<file path="src/nsl_ram.sv">
// Generic simple dual-port RAM with one write port and a registered read port.
`default_nettype none
module nsl_ram #(
  parameter int WIDTH = 8,
  parameter int DEPTH = 256,
  localparam int AW = (DEPTH > 1) ? $clog2(DEPTH) : 1
) (
  input  wire logic             clk,
  input  wire logic             we,
  input  wire logic [AW-1:0]    waddr,
  input  wire logic [WIDTH-1:0] wdata,
  input  wire logic             re,
  input  wire logic [AW-1:0]    raddr,
  output logic      [WIDTH-1:0] rdata
);

  logic [WIDTH-1:0] mem [DEPTH];

  // Write and registered read
  always_ff @(posedge clk) begin
    if (we) begin
      mem[waddr] <= wdata;
    end
    if (re) begin
      rdata <= mem[raddr];
    end
  end

endmodule
`default_nettype wire

</file>
<file path="config.mk">
export PLATFORM = sky130hd
export DESIGN_NAME = nsl_ram
export DESIGN_NICKNAME = d
export VERILOG_FILES = /design/src/nsl_ram.sv
export SDC_FILE = /design/constraint.sdc
export NUM_CORES = 2
export LEC_CHECK = 0
export ABC_AREA = 1
export BUFFER_PORTS_ARGS = -buffer_cell sky130_fd_sc_hd__buf_4
export CORE_MARGIN = 10
export CORE_UTILIZATION = 45
export CTS_CLUSTER_SIZE = 8
export DETAILED_ROUTE_END_ITERATION = 8
export SLEW_MARGIN = 25
export SYNTH_ARGS = -nofsm -noshare
export SYNTH_HDL_FRONTEND = slang
export SYNTH_SLANG_ARGS = --single-unit
</file>
<file path="constraint.sdc">
create_clock -name clk -period 2.2 [get_ports clk]
set_input_delay 0.11 -clock clk [delete_from_list [all_inputs] [get_ports clk]]
set_output_delay 0.11 -clock clk [all_outputs]
set_load 0.03 [all_outputs]
</file>
**Word level (Yosys, flattened, before mapping)**

Memory sizes are Yosys's and may differ from the RTL's. A register that Yosys moved wholly into a read port is not among the register bits.
Index checks and enable logic that the tools add are counted.

- Output and inout bits: 8
- Register bits: 0
- Input port bits: 27
- Bits in writable memories: 2048
- Memories: 1
- Logic and storage cells: 3

- Muxes and demuxes: 2

Memory list:

| memory | words | width | rd ports | clocked after memory_dff | write ports | RTL line | RTL |
|---|---|---|---|---|---|---|---|
| mem | 256 | 8 | 1 | 1 | 1 | 17 | `logic [WIDTH-1:0] mem [DEPTH];` |

Operator list:

| cell | count |
|---|---|
| $mux 1 | 2 |

**Longest topological paths before layout**

- Depth in word-level cells: 2
- Gate-level depth with buffers: 15
- Mapped depth without buffers: 11

**Worst setup path before layout**

No wires, ideal clock.

- Kind: input-to-reg
- Start: in we
- End: mem mem[162][0] (enable)
- Buffers on the path: 2
- Data arrival time: 1.231 ns
- Slack: 0.599 ns
- Setup time: 0.370 ns
- Stages: 4
- Required time: 1.830 ns
- Path through: clkbuf_1 > nand3_1 > clkbuf_1 > nor2_1

- Word-level cells in the longest chain between the ends: 2

RTL lines:

| item | RTL line | RTL |
|---|---|---|
| start: declaration | 9 | `input wire logic we,` |
| $mux 1 | 21 | `if (we) begin` |
| $mux 1 (not written as such) | 22 | `mem[waddr] <= wdata;` |
| end: declaration | 17 |  |

No other way between the ends.

==> results.toml <==
[yosys]
synth_top_area_share_pct = 74.0
avgSynthCellArea_um2 = 11.9
ys_seq_elements = 2056
mappedNetlistArea_um2 = 83500
synth.distinct_cells = 13
ys_seq_area_share_pct = 74.0
synthTopCellsByArea = "edfxtp_1 (74%), nand3_1 (12%), nand2_1 (9.5%)"
yosysWarnings = 0
synth_cells = 7003
yosysTopAreaCell = "edfxtp_1"
synth_nets = 7030

[setup_path]
path_cells = "nand2_1 -> nand3_1 -> nand3_1 -> nand3_1 -> nand3_1 -> nand3_1 -> nand3_1 -> nand2_1 -> nand2_1 -> nand2_1"
critPathLaunchType = "flip-flop"
slowest_delay_ns = 0.36
cpMostUsedCell = "nand3_1"
cp_data_arrival_time_ns = 2.71
cp-end-kind = "flip-flop"
crit_fanout = 1
cp.required_ns = 2.85
cpLargestDelayFamily = "simple AND/OR/NAND/NOR gates"
crit_path_top_delay_cell = "edfxtp_1"
worst-path-buf-inv = 0
critPathKind = "reg2reg"

[global_routing]
grt_pass1_wl_um = 359000
grt_max_degree = 88
grt_pass1_vias = 55600
antenna_found_initial = 8
gr-total-overflow = 0
globalRouteTotalUtil_pct = 23.2

[placed_design]
place_hpwl_um = 150000
pre_cts_ws_ns = -0.397
globalplace.congestion = 0.867
port_buffers = 34

[die]
num_rows = 158
die-height_um = 451
start_util_pct = 45.1
die_x_um = 451
pin_count = 35
design.core.area_um2 = 185000
dieArea_um2 = 203000

[routing]
vias_per_cell = 5.68
drt.antenna.violating_nets = 0
wirelength_um = 241000
detail_route.wl_per_cell_um = 24.0
drc_errors = 0
dr.pass1.iters = 6
drtIter0Drc = 6911
num_vias = 57000

[final_layout]
drive_above_1_share_pct = 13.7
fin_util_pct = 53.5
final_cell_mix = "nand2_1 (2,110), edfxtp_1 (2,056), nand3_1 (2,019)"
areaGrowthSynthToFinish_pct = 18.7
layout_commonest_cell = "nand2_1"
fin_nets = 7570

[timing]
setup_ws_ns = 0.136
period_minus_slack_ns = 2.06
period_share_pct = 93.8
slew_headroom_pct = 51.3
clock.fmax_mhz = 484
setup_viol = 0
tightestPinTransition_ns = 0.729
hold_viol = 0
rsz0062_at_grt = "no"
skew_ns = 0.0578
final_max_slew_viol_count = 0

[worst_hold_path]
hp-class = "in2reg"

[clock_network]
root_buffer = "clkbuf_16"
cts_sinks = 2056
cts.path.max_buffers = 4
cts_tree = "built"
cts_max_level = 5
cts_resized = 0
cts_made_buffers = 307
path_clk_slew_ns = 0.05
insertion_delay_ns = 0.92
cts_setup_buffers = 0

[pwr]
vdd.ir_drop.worst_mv = 0.875
p_leak_nw = 35.6
power_density_nw_per_um2 = 898

[flow_run]
maxCapViolCount = 0

[run_status]
status = "finished clean"
layout make-up:
cell class	instances	area (µm²)
Timing Repair Buffer	714	7020
Fill cell	15500	86000
Inverter	39	180
Clock inverter	10	113
Multi-Input combinational cell	4425	19200
Sequential cell	2056	61700
Tap cell	2480	3100
Clock buffer	311	7760
Antenna cell	2	5.00
where the power goes:
group	internal, mW	total [mW]	switching [mW]
Sequential	43.3	43.4	0.0550
Combinational	1.70	5.66	3.96
Clock	24.7	40.0	15.3
routing by layer:
metal / vias up / track usage (%) / wire [µm]
li1: 25800 / - / -
met1: 28100 / 31.9 / 98900
met2: 2548 / 36.6 / 112000
met3: 518 / 4.09 / 19600
met4: 8 / 9.52 / 10300
met5: - / 0 / 50
synthesized netlist by cell type:
cell type	instances
nand2_1	2123
edfxtp_1	2056
nand3_1	2019
nor2_1	283
buf_2	268
clkbuf_1	112
buf_4	46
buf_1	40
inv_1	36
buf_6	16
inv_2	2
buf_8	1
inv_4	1
flip-flops by register name, summed over array words and instances, names as in the netlist:
signal  cells
mem      2048
rdata       8
worst register-to-register path, delay by kind of cell, from the launching register on:
kind	cells	cell delay (ns)
flops	1	0.36
simple gates	10	1.45
per-stage QoR:
step	setup TNS, ns	hold WS [ns]	power [mW]	cells	cell area, µm²
floorplan	0	0.209	46.7	7003	83500
global placement	-2.38	0.463	49.6	9695	91000
detailed placement	-2.38	0.455	49.7	9695	91000
CTS	0	0.0198	89.6	10000	99100
global route	0	0.108	91.6	10000	99100
finish	0	0.104	89.0	10000	99100
what timing repair did:
action | CTS | global route
setup endpoints to repair | 0 | 0
endpoints found under the hold margin | 2079 | 0
hold buffers | 19 | 0
path summary, 6_finish.rpt:
path                       to  startpoint  depth (start not counted)  slack, ns
hold reg to reg      rdata[5]  mem[22][5]                         10       1.12
hold / removal    mem[182][4]    waddr[7]                          6       0.10
setup reg to reg     rdata[6]  mem[33][6]                         10       0.14
setup / recovery     rdata[6]  mem[33][6]                         10       0.14
cell families (layout without fill, tap and decap cells):
group                  Yosys count  count (layout)  share of synthesized area, %
DFF                           2056            2056                          74.0
other                            0               2                             0
buffers and inverters          522            1074                          3.12
and+or+nand+nor               4425            4425                          22.9
Power figures use the tool's default switching activity.
