**config.mk**
```make
export PLATFORM = sky130hd
export DESIGN_NAME = nsl_ctrl
export DESIGN_NICKNAME = d
export VERILOG_FILES = /design/src/nsl_pkg.sv /design/src/nsl_ctrl.sv
export SDC_FILE = /design/constraint.sdc
export NUM_CORES = 1
export LEC_CHECK = 0
export ABC_CLOCK_PERIOD_IN_PS = 3500
export BUFFER_PORTS_ARGS = -buffer_cell sky130_fd_sc_hd__buf_2
export CAP_MARGIN = 20
export CELL_PAD_IN_SITES_DETAIL_PLACEMENT = 1
export CELL_PAD_IN_SITES_GLOBAL_PLACEMENT = 2
export CORE_UTILIZATION = 27
export DETAILED_ROUTE_END_ITERATION = 7
export GPL_TIMING_DRIVEN = 0
export PLACE_DENSITY_LB_ADDON = 0.1
export SLEW_MARGIN = 15
export SYNTH_ARGS = -nofsm -noshare
export SYNTH_HDL_FRONTEND = slang
export SYNTH_SLANG_ARGS = --single-unit
export TNS_END_PERCENT = 10
```
**constraint.sdc**
```tcl
create_clock -name clk -period 3.5 [get_ports clk]
set_clock_uncertainty 0.15 [all_clocks]
set_input_delay 0.7 -clock clk [delete_from_list [all_inputs] [get_ports clk]]
set_output_delay 0.7 -clock clk [all_outputs]
set_load 0.01 [all_outputs]
```
**src/nsl_pkg.sv**
```systemverilog
// Shared types, constants and codes for the nearest seed labeler.
`default_nettype none
package nsl_pkg;

  // Defaults for the top-level parameters
  localparam int MAX_SEEDS_DEF  = 256;
  localparam int COORD_BITS_DEF = 9;

  // Fixed field widths of the request and result items
  localparam int IDX_W    = 8;
  localparam int FCOORD_W = 9;
  localparam int LABEL_W  = 8;
  localparam int DIST_W   = 20;
  localparam int COUNT_W  = 9;

  localparam logic [DIST_W-1:0] DIST_MAX = '1;

  // Configuration port
  localparam int CFG_IDX_W  = 1;
  localparam int CFG_DATA_W = 9;
  localparam logic [CFG_IDX_W-1:0] REG_SEED_COUNT = 1'b0;
  localparam logic [CFG_IDX_W-1:0] REG_USE_SLICE  = 1'b1;

  typedef enum logic {
    OP_LOAD     = 1'b0,
    OP_CLASSIFY = 1'b1
  } op_t;

  typedef struct packed {
    op_t                 opcode;
    logic [IDX_W-1:0]    seed_index;
    logic [FCOORD_W-1:0] row;
    logic [FCOORD_W-1:0] col;
    logic [FCOORD_W-1:0] slice;
    logic [LABEL_W-1:0]  seed_label;
  } in_item_t;

  typedef struct packed {
    logic [LABEL_W-1:0] nearest_label;
    logic [DIST_W-1:0]  nearest_distance;
  } out_item_t;

  typedef enum logic [1:0] {
    ST_IDLE,
    ST_SCAN,
    ST_DRAIN,
    ST_FINISH
  } state_t;

  // Marks one seed read as it travels down the distance pipeline
  typedef struct packed {
    logic vld;
    logic first;
    logic last;
  } scan_tag_t;

  // Search result handed back to the controller
  typedef struct packed {
    logic               done;
    logic [LABEL_W-1:0] label;
    logic [DIST_W-1:0]  distance;
  } scan_res_t;

endpackage
`default_nettype wire

```
**src/nsl_ctrl.sv**
```systemverilog
// Scan sequencer: request handshake, seed read addresses and result register.
`default_nettype none
module nsl_ctrl #(
  parameter int MAX_SEEDS = nsl_pkg::MAX_SEEDS_DEF,
  localparam int AW = (MAX_SEEDS > 1) ? $clog2(MAX_SEEDS) : 1,
  localparam int CW = $clog2(MAX_SEEDS + 1)
) (
  input  wire logic                         clk,
  input  wire logic                         rst_n,
  input  wire logic                         in_valid,
  output logic                              in_stall,
  input  wire nsl_pkg::op_t                 in_opcode,
  input  wire logic [nsl_pkg::COUNT_W-1:0]  seed_count,
  output logic                              start,
  output logic                              ram_re,
  output logic [AW-1:0]                     ram_raddr,
  output nsl_pkg::scan_tag_t                tag,
  input  wire nsl_pkg::scan_res_t           res,
  output logic                              out_valid,
  input  wire logic                         out_stall,
  output nsl_pkg::out_item_t                out_data
);

  nsl_pkg::state_t    state_r, state_nxt;
  logic [CW-1:0]      cnt_r, cnt_nxt;
  logic [CW-1:0]      n_r, n_nxt;
  logic               empty_r, empty_nxt;
  nsl_pkg::scan_tag_t tag_r, tag_nxt;
  logic               out_valid_r;
  nsl_pkg::out_item_t out_data_r;
  logic               classify_acc;
  logic               last_rd;
  logic               load_out;
  logic [31:0]        cnt32;
  logic [31:0]        lim32;

  assign classify_acc = in_valid && !in_stall && (in_opcode == nsl_pkg::OP_CLASSIFY);
  assign last_rd      = (CW'(cnt_r + 1'b1) == n_r);

  // Clamp the seed count to the table depth
  always_comb begin
    cnt32 = 32'(seed_count);
    lim32 = (cnt32 > 32'(MAX_SEEDS)) ? 32'(MAX_SEEDS) : cnt32;
    n_nxt = lim32[CW-1:0];
  end

  // Next state
  always_comb begin
    state_nxt = state_r;
    case (state_r)
      nsl_pkg::ST_IDLE: begin
        if (classify_acc) begin
          state_nxt = (n_nxt == '0) ? nsl_pkg::ST_FINISH : nsl_pkg::ST_SCAN;
        end
      end
      nsl_pkg::ST_SCAN: begin
        if (last_rd) begin
          state_nxt = nsl_pkg::ST_DRAIN;
        end
      end
      nsl_pkg::ST_DRAIN: begin
        if (res.done) begin
          state_nxt = nsl_pkg::ST_FINISH;
        end
      end
      nsl_pkg::ST_FINISH: begin
        if (!out_valid_r || !out_stall) begin
          state_nxt = nsl_pkg::ST_IDLE;
        end
      end
      default: state_nxt = nsl_pkg::ST_IDLE;
    endcase
  end

  // Outputs of the sequencer
  always_comb begin
    in_stall  = 1'b1;
    ram_re    = 1'b0;
    load_out  = 1'b0;
    start     = 1'b0;
    cnt_nxt   = cnt_r;
    empty_nxt = empty_r;
    tag_nxt   = '0;
    case (state_r)
      nsl_pkg::ST_IDLE: begin
        in_stall = 1'b0;
        start    = classify_acc;
        cnt_nxt  = '0;
        if (classify_acc) begin
          empty_nxt = (n_nxt == '0);
        end
      end
      nsl_pkg::ST_SCAN: begin
        ram_re        = 1'b1;
        cnt_nxt       = CW'(cnt_r + 1'b1);
        tag_nxt.vld   = 1'b1;
        tag_nxt.first = (cnt_r == '0);
        tag_nxt.last  = last_rd;
      end
      nsl_pkg::ST_DRAIN: begin
      end
      nsl_pkg::ST_FINISH: begin
        load_out = !out_valid_r || !out_stall;
      end
      default: begin
      end
    endcase
  end

  assign ram_raddr = cnt_r[AW-1:0];

  // Control registers
  always_ff @(posedge clk) begin
    if (!rst_n) begin
      state_r     <= nsl_pkg::ST_IDLE;
      cnt_r       <= '0;
      n_r         <= '0;
      empty_r     <= 1'b0;
      tag_r       <= '0;
      out_valid_r <= 1'b0;
    end else begin
      state_r <= state_nxt;
      cnt_r   <= cnt_nxt;
      empty_r <= empty_nxt;
      tag_r   <= tag_nxt;
      if (classify_acc) begin
        n_r <= n_nxt;
      end
      if (load_out) begin
        out_valid_r <= 1'b1;
      end else if (!out_stall) begin
        out_valid_r <= 1'b0;
      end
    end
  end

  // Result register; an empty table gives label zero and the largest distance
  always_ff @(posedge clk) begin
    if (load_out) begin
      if (empty_r) begin
        out_data_r.nearest_label    <= '0;
        out_data_r.nearest_distance <= nsl_pkg::DIST_MAX;
      end else begin
        out_data_r.nearest_label    <= res.label;
        out_data_r.nearest_distance <= res.distance;
      end
    end
  end

  assign tag       = tag_r;
  assign out_valid = out_valid_r;
  assign out_data  = out_data_r;

endmodule
`default_nettype wire

```
Yosys cells after proc, flatten, opt, wreduce, memory -nomap -nowiden

Cells that the tools add are included.

Add/sub/neg operators: 1
Magnitude comparators: 1
Eq/ne operators: 9
Multiplexer cells: 15
Reduce and logical (&&, ||, !) cells: 12

Operators with widths:

| kind                | number |
|---|---|
| $logic_not 9->1     | 2 |
| $pmux 9 s2          | 1 |
| $mux 2              | 5 |
| $add 9x1->9 const B | 1 |
| $eq 9x9->1          | 1 |
| $gt 9x9->1 const B  | 1 |
| $mux 9              | 1 |
| $ne 2x2->1 const B  | 4 |
| $pmux 2 s4          | 1 |
| $mux 1              | 6 |
| $eq 2x2->1 const B  | 2 |
| $reduce_and 2->1    | 2 |
| $reduce_and 4->1    | 1 |
| $mux 3              | 1 |
| $eq 2x1->1 const B  | 1 |
| $logic_and 1x1->1   | 2 |
| $logic_not 1->1     | 2 |
| $logic_not 2->1     | 1 |
| $ne 2x1->1 const B  | 1 |
| $reduce_bool 2->1   | 1 |
| $logic_or 1x1->1    | 1 |

Flip-flop bits (word level): 53
Bits of input ports: 43
Output and inout port bits: 43
Logic and storage cells: 48

Longest topological paths before layout

Gate-level depths: netlist (run 1).

Word-level depth: 6
Depth in mapped cells: 8
Depth with buffers taken out: 7

Worst setup path before layout (run 1)

No wires, ideal clock.

Path kind: input -> register
Start: in out_stall
End: reg out_data_r, in the netlist out_data[0] (enable)
Setup time: 456 ps
Arrival: 2790 ps
Required time: 2894 ps
Setup slack: 104 ps
Cell stages on the path: 1
Path buffers: 0
Cell sequence: a21boi_0

Cells in the longest elaborated chain, start to end: 3

RTL lines:

| what               | RTL line        | text |
|---|---|---|
| start: declaration | nsl_ctrl.sv:20  | `input wire logic out_stall,` |
| $logic_not 1->1    | n/a             |  |
| $logic_or 1x1->1   | nsl_ctrl.sv:103 | `load_out = !out_valid_r \|\| !out_stall;` |
| $mux 1             | nsl_ctrl.sv:84  | `case (state_r)` |
| end: declaration   | nsl_ctrl.sv:30  | `nsl_pkg::out_item_t out_data_r;` |

No other way between the ends.
A chain may end at the register's enable or synchronous reset.

Worst setup path after layout (run 1)

Start: reg state_r[0]
End: out start

Cells in the longest elaborated chain, start to end: 4

RTL lines:

| what                           | RTL line        | text |
|---|---|---|
| start: declaration             | nsl_ctrl.sv:24  | `nsl_pkg::state_t state_r, state_nxt;` |
| start signal: assignment       | nsl_ctrl.sv:115 | `state_r <= nsl_pkg::ST_IDLE;` |
| start signal: assignment       | nsl_ctrl.sv:122 | `state_r <= state_nxt;` |
| $logic_not 2->1 *              | nsl_ctrl.sv:84  |  |
| $logic_and 1x1->1 (2 in a row) | nsl_ctrl.sv:37  | `assign classify_acc = in_valid && !in_stall && (in_opcode == nsl_pkg::OP_CLASSIFY);` |
| $mux 1 *                       | nsl_ctrl.sv:84  |  |
| end: declaration               | nsl_ctrl.sv:14  | `output logic start,` |

Every way passes the cells marked *; elsewhere a longest branch is shown, timed or not.

==> impl_metrics.toml, run 1 <==
[cells_and_area]
design_area_sq_mm = 0.00329
nFillCells = 1103
drive_above_1_share = 0.380
stdcell_count = 466
antenna_cells = 0
utilization = 0.356
syn2layout_area_growth_pct = 27.4
nets = 385

[setup_path]
r2r_cells = 7
worstPathMaxFanout = 7
worst_path_max_delay_cell = "dfxtp_1"
reg2reg_setup_slack_ps = 1060
path_depth = 5
cp_cell_sequence = "inv_1 -> ha_1 -> nand3_1 -> inv_1 -> buf_2"
startpoint_type = "register"
cp_common_cell = "inv_1"
crit_path_end_kind = "output port"
crit_required_ps = 2650
arrival_ps = 1620
path_buf_inv = 3
timing.rr.start = "cnt_r[0]$_SDFFE_PN0P_"
r2r-end = "state_r[0]$_SDFFE_PN0P_"
cpPeakStageDelay_ps = 340
crit_family = "buffers and inverters"
worstSetupPathType = "register to output port"

[yosys]
synth.most_common_cell = "edfxtp_1"
synthTopCellsByCount = "edfxtp_1, dfxtp_1, nor2b_1, or2_2, a21oi_1"
syn_nets = 293
netlist_top_cells_area = "edfxtp_1, dfxtp_1, nor2b_1"
synth-async-reset-ratio = 0
ys_warn_count = 0
synth-edff-count = 28
ys.flop_type = "edfxtp_1"
synth_cells = 244
synth_top_area_cell = "edfxtp_1"
synth_cell_type_count = 41
avgSynthCellArea_sq_um = 10.6
ys_seq_area_frac = 0.519
synthesis.area_sq_mm = 0.00258
synth-seq-cells = 53
synth_top_area_frac = 0.325

[cts]
clock_tree.htree_level_count = 2
cts_buffers = 5
clock-sinks = 53
clock-root-buffer = "clkbuf_8"
hold_buffers = 0
post-cts-setup-buffer-count = 0
cts_resized = 0
cts_tree = "done"
cts_buffer_depth = 2
clkSlewWorstSetupHoldPaths_ps = 110
clkLatencyLatePin_ps = 310

[placed_design]
place_ws_ps = 1060
placedCellCount = 458
dpl.hpwl_mm = 4.75
port-buffer-count = 84
placed_area_sq_mm = 0.00320
routabilityCongestion = 0.739

[grt]
grt_pass1_vias = 2000
grtUsageTotal = 0.136
antenna_found_initial = 0
grt_max_degree = 19
grt_pass1_wl_mm = 10.4
grt_overflow = 0

[floorplan]
rows = 35
die_area_sq_mm = 0.00997
coreArea_sq_mm = 0.00924
ios = 86
die_w_um = 99.8
die_y_um = 99.8
initial_core_util = 0.280

[worst_hold_path]
hold_class = "register to register"
min_to = "n_r[8]$_SDFFE_PN0P_"
holdPathStages = 2
min_from = "n_r[8]$_SDFFE_PN0P_"

[sta]
layout_setup_ws_ps = 1030
min_period_over_period = 0.705
timing.fmax_mhz = 405
worst_pin_slew_ps = 635
fin_tns_setup_ps = 0
slew_headroom = 0.575
hold_slack_ps = 370
period_minus_slack_ps = 2470
finalMaxSlewViolations = 0
finalHoldViolations = 0
rsz0062_at_grt = "no"
setup_viol = 0

[routing]
routed_via_density = 4.30
drt_iter0_drc = 51
routed_wl_mm = 6.33
drc = 0
avgRoutedWirePerCell_um = 13.6
firstDrtPassIters = 3
ant_nets = 0
vias = 2002

[power]
ir_worst_vdd_v = 0.000169
p_leak_nw = 1.39
power-per-cell-area_mw_per_mm2 = 476
p_switching_uw = 512
netSwitchingFraction = 0.327
comb_power_share = 0.307
power.internal_mw = 1.05
share_seq_of_total_power = 0.469
total_power_mw = 1.57
pwr-share-clk = 0.224

[run_status]
status = "finished, final reports clean"

[run]
maxCapViolations = 0
==> tightest hold or removal path, cell delays in order, from the launching register on <==
cell and delay [ps]:
dfxtp_1 340, nand2_1 60, a21boi_0 80
==> power by group through the flow <==
stage | clock network (mW) | registers [mW] | logic (mW)
floorplan | 0 | 0.761 | 0.298
global placement | 0 | 0.754 | 0.472
detailed placement | 0 | 0.750 | 0.485
CTS | 0.373 | 0.736 | 0.489
global route | 0.398 | 0.740 | 0.542
finish | 0.351 | 0.734 | 0.480
==> cell type report <==
| type | count | area, sq um | area share |
|---|---|---|---|
| sequential | 53 | 1340 | 0.407 |
| multi-input combinational | 161 | 1100 | 0.335 |
| timing repair buffer | 85 | 448 | 0.136 |
| tap | 129 | 161 | 0.0490 |
| buffer | 21 | 118 | 0.0357 |
| clock buffer | 6 | 72.6 | 0.0220 |
| inverter | 9 | 33.8 | 0.0103 |
| clock inverter | 2 | 15.0 | 0.00456 |
==> flip-flops by register name, summed over array words and instances, names as in the netlist <==
register	flops
out_data	28
cnt_r	9
n_r	9
tag	3
state_r	2
empty_r	1
out_valid	1
==> layer usage <==
layer,global-route usage,vias to the layer above,part of all wire,wire [um]
li1,-,1020,-,-
met1,0.175,922,0.48,3020
met2,0.227,53,0.46,2930
met3,0.0265,7,0.047,298
met4,0.0475,0,0.014,87
met5,0,-,0,0
==> cell usage in the layout, fill, tap and decap left out, drive strengths merged, types with 3 or more instances in the layout <==
| cell | netlist | final |
|---|---|---|
| a21o | 3 | 3 |
| or2 | 21 | 21 |
| nand2 | 8 | 8 |
| ha | 6 | 6 |
| nor3b | 10 | 10 |
| a21oi | 17 | 17 |
| nor2b | 23 | 23 |
| edfxtp | 28 | 28 |
| and3 | 4 | 4 |
| dfxtp | 25 | 25 |
| inv | 9 | 9 |
| nand3 | 9 | 9 |
| clkbuf | 11 | 17 |
| xor2 | 5 | 5 |
| and2 | 9 | 9 |
| buf | 10 | 95 |
| nor4 | 3 | 3 |
| mux2i | 3 | 3 |
| xnor2 | 6 | 6 |
| o21ai | 10 | 10 |
| nor2 | 4 | 4 |
| a21boi | 4 | 4 |
==> worst max path at each step <==
| stage | to | startpoint |
|---|---|---|
| finish | start | state_r[0]$_SDFFE_PN0P_ |
| CTS | start | state_r[0]$_SDFFE_PN0P_ |
| floorplan | out_data[0]$_SDFFCE_PP1P_ | out_stall |
| global route | state_r[0]$_SDFFE_PN0P_ | cnt_r[0]$_SDFFE_PN0P_ |
| detailed placement | state_r[0]$_SDFFE_PN0P_ | cnt_r[0]$_SDFFE_PN0P_ |
| global placement | out_data[13]$_SDFFCE_PP1P_ | out_stall |
==> cell families after synthesis <==
kind of cell	Yosys count	synth area share
XOR/XNOR	11	0.0373
AO/OA/AOI/OAI	42	0.105
multiplexers	3	0.0116
adder cells (fa/ha/maj)	6	0.0291
flip-flops	53	0.519
buffers and inverters	30	0.0586
AND/OR/NAND/NOR	99	0.239
Note: power is estimated with default switching activity, not from simulation.
==> run 2, diff against run 1 <==
--- a/config.mk
+++ b/config.mk
@@ -5,12 +5,13 @@
 export SDC_FILE = /design/constraint.sdc
 export NUM_CORES = 1
 export LEC_CHECK = 0
-export ABC_CLOCK_PERIOD_IN_PS = 3500
+export ABC_AREA = 1
+export ABC_CLOCK_PERIOD_IN_PS = 2100
 export BUFFER_PORTS_ARGS = -buffer_cell sky130_fd_sc_hd__buf_2
 export CAP_MARGIN = 20
 export CELL_PAD_IN_SITES_DETAIL_PLACEMENT = 1
 export CELL_PAD_IN_SITES_GLOBAL_PLACEMENT = 2
-export CORE_UTILIZATION = 27
+export CORE_UTILIZATION = 25
 export DETAILED_ROUTE_END_ITERATION = 7
 export GPL_TIMING_DRIVEN = 0
 export PLACE_DENSITY_LB_ADDON = 0.1
==> constraint.sdc (replaced) <==
create_clock -name clk -period 2.1 [get_ports clk]
set_clock_uncertainty 0.15 [all_clocks]
set_input_delay 0.42 -clock clk [delete_from_list [all_inputs] [get_ports clk]]
set_output_delay 0.42 -clock clk [all_outputs]
set_load 0.01 [all_outputs]
==> impl_metrics.toml, run 2 <==
[run_status]
status = "finished, final reports clean"

[yosys]
netlist_top_cells_area = "edfxtp_1, dfxtp_1, nand2_1"
ys_warn_count = 0
synth-seq-cells = 53
synth_top_area_cell = "edfxtp_1"
avgSynthCellArea_sq_um = 8.82
synth-edff-count = 28
synthTopCellsByCount = "nand2_1, inv_1, edfxtp_1, dfxtp_1, nor2_1"
synth_top_area_frac = 0.342
synth.most_common_cell = "nand2_1"
synth_cells = 279
syn_nets = 328
ys_seq_area_frac = 0.545
synth-async-reset-ratio = 0
synthesis.area_sq_mm = 0.00246
ys.flop_type = "edfxtp_1"
synth_cell_type_count = 26

[setup_path]
worstPathMaxFanout = 10
path_depth = 6
cp_cell_sequence = "inv_2 -> ha_4 -> nand3_2 -> clkbuf_8 -> inv_1 -> buf_2"
crit_path_end_kind = "output port"
cpPeakStageDelay_ps = 420
crit_required_ps = 1530
startpoint_type = "register"
reg2reg_setup_slack_ps = 140
crit_family = "buffers and inverters"
r2r_cells = 12
arrival_ps = 1480
worstSetupPathType = "register to output port"
worst_path_max_delay_cell = "dfxtp_1"
path_buf_inv = 4

[power]
netSwitchingFraction = 0.335
p_leak_nw = 1.39
pwr-share-clk = 0.218
power.internal_mw = 1.79
share_seq_of_total_power = 0.473
power-per-cell-area_mw_per_mm2 = 834
ir_worst_vdd_v = 0.000353
comb_power_share = 0.309
p_switching_uw = 902

[routing]
avgRoutedWirePerCell_um = 13.3
routed_via_density = 4.15
drt_iter0_drc = 58
drc = 0
ant_nets = 0
vias = 2082
routed_wl_mm = 6.66
firstDrtPassIters = 3

[placed_design]
dpl.hpwl_mm = 5.16
placedCellCount = 494
port-buffer-count = 85
routabilityCongestion = 0.729

[sta]
min_period_over_period = 0.975
finalHoldViolations = 0
rsz0062_at_grt = "yes"
setup_viol = 0
worst_pin_slew_ps = 609
timing.fmax_mhz = 489
finalMaxSlewViolations = 0
slew_headroom = 0.594
fin_tns_setup_ps = 0
period_minus_slack_ps = 2050

[cells_and_area]
final_common_cell = "buf_2"
antenna_cells = 0
largest_register_ffs = 28
nets = 421
stdcell_count = 502
drive_above_1_share = 0.386
layout_common_cells = "buf_2, nand2_1, inv_1, edfxtp_1, nor2_1"
syn2layout_area_growth_pct = 31.4

[worst_hold_path]
hold_class = "primary input to register"
holdPathStages = 2

[run]
maxCapViolations = 0

[cts]
hold_buffers = 0
clock-sinks = 53
clkSlewWorstSetupHoldPaths_ps = 100
post-cts-setup-buffer-count = 0
clkLatencyLatePin_ps = 310
cts_buffer_depth = 2
clock_tree.htree_level_count = 2
cts_buffers = 5
cts_tree = "done"
clock-root-buffer = "clkbuf_8"

[floorplan]
rows = 35
initial_core_util = 0.262
die_y_um = 101
ios = 86
coreArea_sq_mm = 0.00937
die_area_sq_mm = 0.0102
die_w_um = 101

[grt]
grtUsageTotal = 0.137
antenna_found_initial = 0
grt_overflow = 0
grt_max_degree = 25
grt_pass1_wl_mm = 10.7
grt_pass1_vias = 2102
[run 2: cell types whose count changed after synthesis, sizes merged, moves of 4 or more]
| cell | before | now |
|---|---|---|
| nand2 | 8 | 68 |
| nor2 | 4 | 30 |
| nor2b | 23 | 0 |
| inv | 9 | 30 |
| nor3b | 10 | 0 |
| and2 | 9 | 0 |
| nand3 | 9 | 18 |
| clkbuf | 11 | 4 |
| xnor2 | 6 | 1 |
| a21boi | 4 | 0 |
| and3 | 4 | 0 |
| o21ai | 10 | 6 |
| xor2 | 5 | 1 |
[run 2: timing repair]
item | CTS | global route
gates resized for setup | 8 | 7
cloned | 0 | 0
hold endpoints to repair | 0 | 0
endpoints found under the setup margin | 3 | 7
[run 2: path summary, 6_finish.rpt]
check                                             start                   endpoint
worst max-delay path            state_r[0]$_SDFFE_PN0P_                      start
worst min register to register    cnt_r[8]$_SDFFE_PN0P_      cnt_r[8]$_SDFFE_PN0P_
worst min-delay path                             res[4]  out_data[4]$_SDFFCE_PP1P_
worst max register to register    cnt_r[0]$_SDFFE_PN0P_    state_r[0]$_SDFFE_PN0P_
[run 2: power groups by stage]
stage                     clock network (mW)  logic, mW  registers (mW)
final                                  0.587      0.832            1.28
after global routing                   0.655      0.952            1.29
after CTS                              0.619      0.832            1.27
after detailed placement                   0      0.789            1.29
after global placement                     0      0.761            1.29
after floorplan                            0      0.470            1.30
[run 2: per-layer routing]
layer	routed length (um)	share of wire	GRT usage
met1	3220	0.48	0.189
met2	3180	0.48	0.220
met3	193	0.029	0.0235
met4	62	0.0093	0.0368
met5	0	0	0
[run 2: cell families after synthesis]
group,Yosys count,share of synthesized area
AND/OR/NAND/NOR,145,0.275
adder cells (fa/ha/maj),6,0.0305
flip-flops,53,0.545
AO/OA/AOI/OAI,29,0.0615
buffers and inverters,44,0.0809
XOR/XNOR,2,0.00712
[run 2: cell type report]
class / instances / area [sq um]
plain buffers: 14 / 96.3
fillers: 1173 / 6140
well taps: 129 / 161
clock inverters: 2 / 13.8
flip-flops and latches: 53 / 1350
multi-input cells: 182 / 976
clock buffers: 6 / 72.6
repair buffers: 86 / 453
inverters: 30 / 113
[run 2: per-stage QoR]
| stage | setup WS, ps | hold slack [ps] | total power, mW | area [sq um] | util |
|---|---|---|---|---|---|
| after CTS | -0.514 | 201 | 2.72 | 3200 | 0.342 |
| after floorplan | 207 | 303 | 1.77 | 2460 | - |
| after global placement | -228 | 324 | 2.05 | 3050 | 0.326 |
| after detailed placement | -104 | 331 | 2.08 | 3090 | 0.329 |
| final | 52.9 | 215 | 2.70 | 3230 | 0.345 |
| after global routing | -117 | 195 | 2.90 | 3230 | 0.345 |
==> run 3, diff against run 2 <==
--- a/config.mk
+++ b/config.mk
@@ -7,14 +7,14 @@
 export LEC_CHECK = 0
 export ABC_AREA = 1
 export ABC_CLOCK_PERIOD_IN_PS = 2100
-export BUFFER_PORTS_ARGS = -buffer_cell sky130_fd_sc_hd__buf_2
-export CAP_MARGIN = 20
 export CELL_PAD_IN_SITES_DETAIL_PLACEMENT = 1
 export CELL_PAD_IN_SITES_GLOBAL_PLACEMENT = 2
-export CORE_UTILIZATION = 25
+export CORE_UTILIZATION = 32
 export DETAILED_ROUTE_END_ITERATION = 7
+export DONT_BUFFER_PORTS = 1
 export GPL_TIMING_DRIVEN = 0
 export PLACE_DENSITY_LB_ADDON = 0.1
+export SETUP_SLACK_MARGIN = 0.15
 export SLEW_MARGIN = 15
 export SYNTH_ARGS = -nofsm -noshare
 export SYNTH_HDL_FRONTEND = slang
==> impl_metrics.toml, run 3 (same netlist as run 2, synthesis figures left out) <==
[floorplan]
initial_core_util = 0.336
die_w_um = 89.7
rows = 31
ios = 86
die_area_sq_mm = 0.00804
die_y_um = 89.7
coreArea_sq_mm = 0.00733

[setup_path]
crit_family = "buffers and inverters"
worstPathMaxFanout = 10
path_buf_inv = 3
arrival_ps = 1390
startpoint_type = "register"
worstSetupPathType = "register to output port"
cpPeakStageDelay_ps = 360
worst_path_max_delay_cell = "dfxtp_1"
crit_path_end_kind = "output port"
cp_cell_sequence = "inv_1 -> ha_4 -> nand3_2 -> clkbuf_8 -> inv_2"
crit_required_ps = 1530

[routing]
drt_iter0_drc = 60
drc = 0
avgRoutedWirePerCell_um = 15.5
vias = 1840
firstDrtPassIters = 4
routed_wl_mm = 6.05
routed_via_density = 4.71
ant_nets = 0

[cts]
clock_tree.htree_level_count = 2
clock-sinks = 53
cts_buffer_depth = 2
clkSlewWorstSetupHoldPaths_ps = 100
clock-root-buffer = "clkbuf_8"
cts_buffers = 5
cts_tree = "done"
clkLatencyLatePin_ps = 310

[power]
comb_power_share = 0.295
power.internal_mw = 1.78
pwr-share-clk = 0.219
netSwitchingFraction = 0.339
p_leak_nw = 1.06
p_switching_uw = 912
share_seq_of_total_power = 0.486
power-per-cell-area_mw_per_mm2 = 952
ir_worst_vdd_v = 0.000385

[grt]
grt_pass1_vias = 1786
antenna_found_initial = 0
grt_overflow = 0
grt_pass1_wl_mm = 9.10
grt_max_degree = 18
grtUsageTotal = 0.154

[sta]
setup_viol = 0
finalHoldViolations = 0
period_minus_slack_ps = 1960
slew_headroom = 0.580
worst_pin_slew_ps = 630
fin_tns_setup_ps = 0
finalMaxSlewViolations = 0
layout_setup_ws_ps = 140
rsz0062_at_grt = "yes"
min_period_over_period = 0.933
timing.fmax_mhz = 510

[worst_hold_path]
hold_class = "primary input to register"

[placed_design]
routabilityCongestion = 0.758
place_ws_ps = -59.4
dpl.hpwl_mm = 4.66
placedCellCount = 379
port-buffer-count = 0
placed_area_sq_mm = 0.00262

[cells_and_area]
syn2layout_area_growth_pct = 15.0
antenna_cells = 0
nets = 340
drive_above_1_share = 0.236
layout_common_cells = "nand2_1, inv_1, edfxtp_1"
largest_register_ffs = 28
final_common_cell = "nand2_1"
nFillCells = 862
design_area_sq_mm = 0.00283
stdcell_count = 391

[run]
maxCapViolations = 0

[run_status]
status = "finished, final reports clean"
## run 3: timing repair
item / in CTS / in global routing
endpoints found under the hold margin: 0 / 0
pin swaps: 11 / 1
hold buffers: 0 / 0
resized for setup: 14 / 8
buffers inserted: 0 / 4
setup endpoints to repair: 13 / 6
## run 3: through the flow
stage	power (mW)	util	hold WS (ps)
after floorplan	1.77	-	303
after global placement	1.94	0.353	325
after detailed placement	1.98	0.358	328
after CTS	2.64	0.377	45.4
after global routing	2.86	0.386	43.9
final	2.69	0.386	58.7
## run 3: path summary, 6_finish.rpt
kind,start,endpoint,slack [ps],cells past startpoint
min reg2reg,cnt_r[8]$_SDFFE_PN0P_,cnt_r[8]$_SDFFE_PN0P_,340,2
min,rst_n,state_r[0]$_SDFFE_PN0P_,60,2
max,state_r[1]$_SDFFE_PN0P_,start,140,5
max reg2reg,cnt_r[0]$_SDFFE_PN0P_,state_r[0]$_SDFFE_PN0P_,150,12
## run 3: final cells by class
class                   count  area, sq um  area share
clock inverters             3         21.3     0.00752
multi-input cells         182          993       0.351
plain buffers              14         96.3      0.0341
flip-flops and latches     53         1350       0.477
clock buffers               5         68.8      0.0243
well taps                  99          124      0.0438
repair buffers              5         57.6      0.0204
inverters                  30          116      0.0412
## run 3: power by group through the flow
| stage | logic [mW] | clock network (mW) | registers, mW |
|---|---|---|---|
| global placement | 0.616 | 0 | 1.33 |
| floorplan | 0.470 | 0 | 1.30 |
| global route | 0.886 | 0.651 | 1.32 |
| finish | 0.794 | 0.590 | 1.31 |
| CTS | 0.708 | 0.618 | 1.32 |
| detailed placement | 0.652 | 0 | 1.33 |
## run 3: metal layers
layer / vias up / track usage / routed length [um] / part of all wire
li1: 916 / - / - / -
met1: 874 / 0.208 / 2860 / 0.47
met2: 46 / 0.245 / 2880 / 0.48
met3: 4 / 0.0411 / 278 / 0.046
met4: 0 / 0.0390 / 29 / 0.0048
met5: - / 0 / 0 / 0
